<file path="src/sv/assert_macros.svh">
// Assertion helpers used by the top-level RTL file.
`ifndef ASSERT_MACROS_SVH
`define ASSERT_MACROS_SVH

// Same-cycle implication, checked outside reset.
`define ASSERT_IMPLIES(label, clk, rst_n, ante, cons, msg) \
	label: assert property (@(posedge clk) disable iff (!rst_n) (ante) |-> (cons)) \
		else $error(msg);

// Next-cycle implication, checked outside reset.
`define ASSERT_NEXT(label, clk, rst_n, ante, cons, msg) \
	label: assert property (@(posedge clk) disable iff (!rst_n) (ante) |=> (cons)) \
		else $error(msg);

`endif

</file>
<file path="src/sv/ednms_pkg.sv">
package ednms_pkg;

	localparam int MAX_WIDTH  = 1024;
	localparam int ADDR_W     = $clog2(MAX_WIDTH);
	localparam int MAG_W      = 16;
	localparam int ANG_W      = 12;
	localparam int WIDTH_W    = 11;
	localparam int HEIGHT_W   = 12;
	localparam int CFG_DATA_W = 12;
	localparam int CFG_IDX_W  = 1;
	localparam int WIDTH_CAP  = (MAX_WIDTH > (2 ** WIDTH_W) - 1) ? (2 ** WIDTH_W) - 1 : MAX_WIDTH;
	localparam int CNT_W      = ((ADDR_W > WIDTH_W) ? ADDR_W : WIDTH_W) + 1;

	localparam logic [CFG_IDX_W-1:0] REG_FRAME_WIDTH  = 1'd0;
	localparam logic [CFG_IDX_W-1:0] REG_FRAME_HEIGHT = 1'd1;

	localparam logic MODE_PIXEL = 1'b0;
	localparam logic MODE_FLUSH = 1'b1;

	typedef struct packed {
		logic                    mode;
		logic [MAG_W-1:0]        magnitude;
		logic signed [ANG_W-1:0] angle;
	} pixel_beat_t;

	typedef struct packed {
		logic [MAG_W-1:0] kept_magnitude;
		logic             frame_last;
	} result_beat_t;

	typedef struct packed {
		logic [MAG_W-1:0] up;
		logic [MAG_W-1:0] mid;
		logic [ANG_W-1:0] angle;
	} line_entry_t;

	typedef struct packed {
		logic              shift;
		logic              write;
		logic              emit;
		logic              top;
		logic              bottom;
		logic              left;
		logic              right;
		logic              last;
		logic [ADDR_W-1:0] addr;
	} slot_op_t;

	typedef struct packed {
		logic busy;
		logic exec;
		logic emit;
	} slot_status_t;

endpackage

</file>
<file path="src/sv/ednms_seq.sv">
module ednms_seq (
	input  logic                                 clk,
	input  logic                                 arst_n,
	input  logic                                 accept,
	input  ednms_pkg::pixel_beat_t               pixel,
	input  logic                                 write_en,
	input  logic [ednms_pkg::CFG_IDX_W-1:0]      write_index,
	input  logic [ednms_pkg::CFG_DATA_W-1:0]     write_data,
	output ednms_pkg::slot_op_t                  op
);
	import ednms_pkg::*;

	localparam logic [WIDTH_W-1:0]  WIDTH_RESET  = WIDTH_W'(640);
	localparam logic [HEIGHT_W-1:0] HEIGHT_RESET = HEIGHT_W'(480);

	logic [WIDTH_W-1:0]  width_q;
	logic [HEIGHT_W-1:0] height_q;
	logic [ADDR_W-1:0]   in_col_q, out_col_q;
	logic [HEIGHT_W-1:0] in_row_q, out_row_q;
	logic [CNT_W-1:0]    pending_q, drain_q;

	logic [CNT_W-1:0]    w_c, w_plus1, in_col_inc, out_col_inc, pend_base, drain_col;
	logic [CNT_W-1:0]    drain_inc, pending_dec;
	logic [CNT_W:0]      drain_sum;
	logic                in_col_wrap, in_row_wrap, out_col_wrap, out_row_wrap;
	logic                is_pixel, flush_ok;
	logic [WIDTH_W-1:0]  width_in;
	logic [HEIGHT_W-1:0] height_in;

	assign w_c         = CNT_W'(width_q);
	assign w_plus1     = w_c + CNT_W'(1);
	assign in_col_inc  = CNT_W'(in_col_q) + CNT_W'(1);
	assign out_col_inc = CNT_W'(out_col_q) + CNT_W'(1);
	assign in_col_wrap  = in_col_inc >= w_c;
	assign out_col_wrap = out_col_inc >= w_c;
	assign in_row_wrap  = (in_row_q + HEIGHT_W'(1)) >= height_q;
	assign out_row_wrap = (out_row_q + HEIGHT_W'(1)) >= height_q;
	assign is_pixel    = pixel.mode == MODE_PIXEL;
	assign flush_ok    = (pending_q != '0) && (in_col_q == '0) && (in_row_q == '0);
	assign pend_base   = (drain_q != '0) ? '0 : pending_q;
	assign drain_col   = (drain_q >= w_c) ? drain_q - w_c : drain_q;
	assign drain_inc   = drain_q + CNT_W'(1);
	assign pending_dec = pending_q - CNT_W'(1);
	assign drain_sum   = {1'b0, pending_q} + {1'b0, drain_q};

	// Zero and oversize register values are clamped when written.
	always_comb begin
		width_in = write_data[WIDTH_W-1:0];
		if (width_in == '0) begin
			width_in = WIDTH_W'(1);
		end else if (32'(width_in) > WIDTH_CAP) begin
			width_in = WIDTH_W'(WIDTH_CAP);
		end
		height_in = write_data[HEIGHT_W-1:0];
		if (height_in == '0) begin
			height_in = HEIGHT_W'(1);
		end
	end

	always_comb begin
		op        = '0;
		op.top    = out_row_q == '0;
		op.bottom = out_row_q == height_q - HEIGHT_W'(1);
		op.left   = out_col_q == '0;
		op.right  = CNT_W'(out_col_q) == w_c - CNT_W'(1);
		op.last   = op.bottom && op.right;
		if (is_pixel) begin
			op.shift = 1'b1;
			op.write = 1'b1;
			op.addr  = in_col_q;
			op.emit  = pend_base == w_plus1;
		end else if (flush_ok) begin
			op.shift = 1'b1;
			op.addr  = drain_col[ADDR_W-1:0];
			op.emit  = drain_sum >= {1'b0, w_plus1};
		end
	end

	always_ff @(posedge clk or negedge arst_n) begin
		if (!arst_n) begin
			width_q   <= WIDTH_RESET;
			height_q  <= HEIGHT_RESET;
			in_col_q  <= '0;
			in_row_q  <= '0;
			out_col_q <= '0;
			out_row_q <= '0;
			pending_q <= '0;
			drain_q   <= '0;
		end else if (write_en) begin
			unique case (write_index)
				REG_FRAME_WIDTH:  width_q  <= width_in;
				REG_FRAME_HEIGHT: height_q <= height_in;
			endcase
			in_col_q  <= '0;
			in_row_q  <= '0;
			out_col_q <= '0;
			out_row_q <= '0;
			pending_q <= '0;
			drain_q   <= '0;
		end else if (accept) begin
			if (is_pixel) begin
				in_col_q <= in_col_wrap ? '0 : in_col_inc[ADDR_W-1:0];
				if (in_col_wrap) begin
					in_row_q <= in_row_wrap ? '0 : in_row_q + HEIGHT_W'(1);
				end
				pending_q <= op.emit ? pend_base : pend_base + CNT_W'(1);
				drain_q   <= '0;
			end else if (flush_ok) begin
				if (op.emit) begin
					pending_q <= pending_dec;
					drain_q   <= (pending_dec == '0) ? '0 : drain_inc;
				end else begin
					drain_q <= drain_inc;
				end
			end
			if (op.emit) begin
				out_col_q <= out_col_wrap ? '0 : out_col_inc[ADDR_W-1:0];
				if (out_col_wrap) begin
					out_row_q <= out_row_wrap ? '0 : out_row_q + HEIGHT_W'(1);
				end
			end
		end
	end

endmodule

</file>
<file path="config.mk">
export PLATFORM = sky130hd
export DESIGN_NAME = ednms_seq
export DESIGN_NICKNAME = d
export VERILOG_FILES = /design/src/sv/assert_macros.svh /design/src/sv/ednms_pkg.sv /design/src/sv/ednms_seq.sv
export SDC_FILE = /design/constraint.sdc
export NUM_CORES = 1
export LEC_CHECK = 0
export BUFFER_PORTS_ARGS = -buffer_cell sky130_fd_sc_hd__buf_4
export CAP_MARGIN = 20
export CORE_MARGIN = 8
export CORE_UTILIZATION = 25
export DETAILED_ROUTE_END_ITERATION = 8
export GPL_TIMING_DRIVEN = 0
export PLACE_DENSITY = 0.43
export RECOVER_POWER = 100
export SKIP_CTS_REPAIR_TIMING = 1
export SLEW_MARGIN = 20
export SYNTH_ARGS = -nofsm -noshare
export SYNTH_HDL_FRONTEND = slang
export SYNTH_SLANG_ARGS = --single-unit
export TNS_END_PERCENT = 100
</file>
<file path="constraint.sdc">
create_clock -name clk -period 6.76 [get_ports clk]
set_input_delay 1.352 -clock clk [delete_from_list [all_inputs] [get_ports clk]]
set_output_delay 1.352 -clock clk [all_outputs]
set_load 0.03 [all_outputs]
</file>
# Word-level counts from Yosys, hierarchy flattened
# Index checks and enable logic that the tools add are counted.
[totals] register_bits=91 input_bits=46 output_inout_bits=18 elab_cells=100
[classes] addsub=12 n_lt_le_gt_ge=7 eq_ne=6 n_mux=42 n_bitwise=1 reduce_logical=24
[op_table] operator="$mux 12" count=24
[op_table] operator="$mux 10" count=11
[op_table] operator="$add 12x1->12 const B" count=4
[op_table] operator="$logic_not 12->1" count=4
[op_table] operator="$eq 12x12->1" count=2
[op_table] operator="$ge 12x12->1" count=2
[op_table] operator="$reduce_bool 12->1" count=2
[op_table] operator="$sub 12x1->12 const B" count=2
[op_table] operator="$add 10x1->11 const B" count=2
[op_table] operator="$ge 11x11->1" count=2
[op_table] operator="$mux 11" count=2
[op_table] operator="$logic_not 10->1" count=2
[op_table] operator="$add 12x12->13" count=1
[op_table] operator="$ge 13x12->1" count=1
[op_table] operator="$add 11x1->12 const B" count=1
[op_table] operator="$eq 10x12->1" count=1
[op_table] operator="$ge 12x11->1" count=1
[op_table] operator="$sub 11x1->12 const B" count=1
[op_table] operator="$gt 11x11->1 const B" count=1
[op_table] operator="$logic_not 11->1" count=1
[op_table] operator="$reduce_and 2->1" count=5
[op_table] operator="$sub 10x10->10" count=1
[op_table] operator="$reduce_and 3->1" count=3
[op_table] operator="$reduce_bool 2->1" count=4
[op_table] operator="other kinds (5)" count=12

# Longest topological paths before layout
[logic_depth] word_depth=10 mapped_depth=21 mapped_depth_nobuf=19

# Worst setup path after synthesis
# OpenSTA, ideal clock, no wires.
[synth_path] path_type="register to output" start="register pending_q[0]" end="output port op[15] (netlist name)" t_arrival_ns=3.379 required_ns=5.408 slack_ns=2.029 path_stages_with_launch=17 path_buffers=0 cell_sequence="dfrtp_1 -> ha_1 -> inv_1 -> fa_1 -> nor2b_1 -> o21ai_0 -> a21oi_1 -> o41ai_1 -> o21ai_0 -> xor2_1 -> ha_1 -> a211oi_1 -> o211ai_1 -> a21oi_1 -> o21ai_0 -> o21ai_2 -> nand2_1"
[synth_rtl] element="from (decl)" line_no="ednms_seq.sv:20" source="logic [CNT_W-1:0] pending_q, drain_q;"
[synth_rtl] element="from (signal assigned)" line_no="ednms_seq.sv:106" source="pending_q <= op.emit ? pend_base : pend_base + CNT_W'(1);"
[synth_rtl] element="from (signal assigned)" line_no="ednms_seq.sv:110" source="pending_q <= pending_dec;"
[synth_rtl] element="to (decl)" line_no="ednms_seq.sv:9" source="output ednms_pkg::slot_op_t op"

==> results.md <==
* Slowest stage delay, CP at 570 ps
* Post-Route WL at 31100 microns
* TritonCTS Buffers at 9
* CTS max path bufs at 2
* Die area at 43300 sq um
* Register area share after synthesis at 24.8%
* Largest net degree at the start of global routing at 92
* Slew headroom at -199%
* Final Worst Setup Slack at 560 ps
* CP startpoint kind: flop
* Skew-Pair Late Insertion Delay at 360 ps
* Syn nets at 1288
* Measured slew at the worst slew-check pin at 4490 ps
* Area contributors post-synth: dfrtp_1, ha_1, xnor2_1
* Critical path's slowest cell: o41ai_1
* Share of cells above drive strength 1 at 6.70%
* Pwr Density at 268 nW/um^2
* Diodes inserted at 0
* DRC at 0
* LEAKAGE at 4.44 nW
* Global Route Usage Sum at 14.3%
* Rows at 70
* DP HPWL at 24100 microns
* Worst EP required at 5410 ps
* Worst clock skew at 11.4 ps
* Synth warnings at 0
* Worst path top cell family by delay: compound AO/OA/AOI/OAI gates
* Synthesized area per cell at 8.07 sq um
* Time the worst path needs with I/O delays and setup at 6200 ps
* Die Y-Extent at 208 microns
* Crit. End Element: output pin
* Ys async rst share at 100%
* Vias in the first global route at 8600
* Final setup violation count at 0
* Initial Utilization at 25.3%
* Max FO, Critical Path at 10
* DRT antenna net count at 0
* Syn Inst Count at 1143
* Setup TNS at 0 ps
* Worst Path Buf+Inv at 2
* Post-synth EDFFs at 0
* Cell taking the most area after synthesis: dfrtp_1
* Yosys reg bits at 91
* VDD IR max at 0.124 mV
* RSZ-0062 raised after global routing: false
* I/O Buffers at 34
* Clock Power Share at 21.0%
* Drt pass-1 iters at 5
* Routability cong. at 0.863
* Sw Pwr at 0.00127 W
* Post-Syn Area at 9220 sq um
* Most used cell, CP: o21ai_0
* CP Cell Sequence: inv_1 -> fa_1 -> nor2b_1 -> o21ai_0 -> a21oi_1 -> o41ai_1 -> o21ai_0 -> xor2_1 -> ha_1 -> a211oi_1 -> o211ai_1 -> a21oi_1 -> o21ai_0 -> o21ai_4 -> nand2_1 -> clkbuf_2
* Share of the synthesized area in the top cell type at 23.1%
* Status: complete, but fails checks
* Most used DFF post-synth: dfrtp_1
* Initial DRC count at 535
* Max-Cap Viols at 1
* DR vias/cell at 5.13
* WP data arrival at 4850 ps
* Fillers at 3992
* Fin crit share at 91.7%
* Max Fclk at 0.161 GHz
* Core Box Area at 36400 sq um
* Clk slew on worst S/H paths at 70 ps
* Area occupied by multi-input gates at 6390 sq um
* Failing checks: max-capacitance violations, max-slew violations
* Layout net count at 1334
* Final slew viol count at 92
* Initial antenna violation count at 0
* Die X at 208 microns
* Switching share of power at 45.8%
* CTS tree: yes
* Sequential power share at 26.6%
* P_int at 0.00150 W
* Top Ports at 64
* Total grt overflow at 0
* Kind of critical path: reg2out
* Unique masters post-synth at 75
* CTS H-tree lvls at 3
* TritonCTS Sinks at 91
* Final hold violations at 0
* Syn-to-layout area delta at 11.9%
* First-pass GRT wire length at 50000 microns
* Min-delay worst type: reg2reg
* Root Buffer: clkbuf_16
* Place WS at 817 ps
* Routed length per instance at 18.7 microns
* Via count at 8525
* Combinational share of power at 52.4%
* Seq. cell area at 2280 sq um
placed cells by master, fill, tap and decap left out, drive strengths merged, types with 6 or more instances in the layout:
cell type and instances:
xor2 35, or2 6, clkbuf 74, nand2 91, a211oi 10, o22ai 14, mux2i 12, o21a 8
dfrtp 85, nand4 20, nand2b 26, a21o 19, nor2b 12, xnor2 68, nor4 28, a31oi 10
and4 7, and2 11, mux2 20, and3 18, nor3 35, nand3 65, or3 9, a21oi 61
inv 81, a22o 11, o21ai 68, dfstp 6, ha 97, nor2 87, buf 28
final timing paths:
check,cells after the start,slack [ps],start,end
setup / recovery,16,560,drain_q[1],op[15]
hold / removal,2,530,width_q[9],width_q[9]
setup reg to reg,19,1380,drain_q[1],pending_q[2]
hold reg to reg,2,530,width_q[9],width_q[9]
max in group asynchronous,1,1470,arst_n,in_col_q[4]
min in group asynchronous,1,2750,arst_n,pending_q[6]
metrics by stage:
stage	hold WS [ps]	instances	total power, W	cell area [sq um]	utilization, %
floorplan	486	1143	0.00176	9220	-
global placement	518	1645	0.00220	10100	27.6
detailed placement	525	1645	0.00220	10100	27.6
CTS	537	1661	0.00281	10400	28.5
global route	564	1662	0.00298	10300	28.3
finish	532	1662	0.00276	10300	28.3
power by group through the flow:
stage	clock (W)	combinational, W	sequential [W]
2_1_floorplan	0	0.00107	0.000688
3_3_place_gp	0	0.00145	0.000749
3_5_place_dp	0	0.00146	0.000746
4_1_cts	0.000603	0.00147	0.000736
5_1_grt	0.000616	0.00162	0.000746
6_report	0.000581	0.00145	0.000735
cell families (layout without fill, tap and decap cells):
group           after synthesis  after routing  synth area share [%]
xor+xnor                    107            107                  10.8
fa+ha+maj                    99             99                  13.6
flops                        91             91                  24.8
compound gates              247            247                  17.1
simple gates                431            431                  24.1
mux                          32             32                  3.74
buf+inv                     136            187                  5.93
synth_stat cells, drive strengths merged, types with 18 or more instances:
| cell type | instances |
|---|---|
| a21o | 19 |
| a21oi | 61 |
| and3 | 18 |
| buf | 19 |
| clkbuf | 39 |
| dfrtp | 85 |
| ha | 97 |
| inv | 78 |
| mux2 | 20 |
| nand2 | 91 |
| nand2b | 26 |
| nand3 | 65 |
| nand4 | 20 |
| nor2 | 87 |
| nor3 | 35 |
| nor4 | 28 |
| o21ai | 68 |
| xnor2 | 68 |
| xor2 | 35 |
routing by layer:
| layer | track usage (%) | share of wire [%] | up-vias |
|---|---|---|---|
| met3 | 2.15 | 3.4 | 43 |
| met4 | 3.74 | 2.0 | 0 |
| met2 | 24.5 | 48 | 188 |
| met5 | 0 | 0 | - |
| li1 | - | - | 4204 |
| met1 | 18.7 | 47 | 4090 |
worst reg2reg max path, stage by stage, from the launching register on:
cell	delay, ps
dfrtp_1	500
inv_1	290
fa_1	280
nor2b_1	60
o21ai_0	200
a21oi_1	140
o41ai_1	570
o21ai_0	240
xor2_1	190
ha_1	300
a211oi_1	230
o211ai_1	130
a21oi_1	170
o21ai_0	210
o21ai_4	430
a21o_1	200
clkbuf_1	380
clkbuf_1	450
o21ai_0	200
o31ai_2	110
sequential cells by signal, summed over array words and instances, names as in the netlist:
name,count
out_row_q,12
width_q,11
height_q,12
pending_q,12
drain_q,12
in_col_q,10
in_row_q,12
out_col_q,10
final cells by class:
class                      instances  area share [%]
buffer                            58            2.36
clock buffer                      10            2.22
clock inverter                     6           0.909
inverter                          78            2.84
multi-input combinational        916            61.9
sequential                        91            22.1
tap                              468            5.67
timing repair buffer              35            1.92
Power figures use the tool's default switching activity.
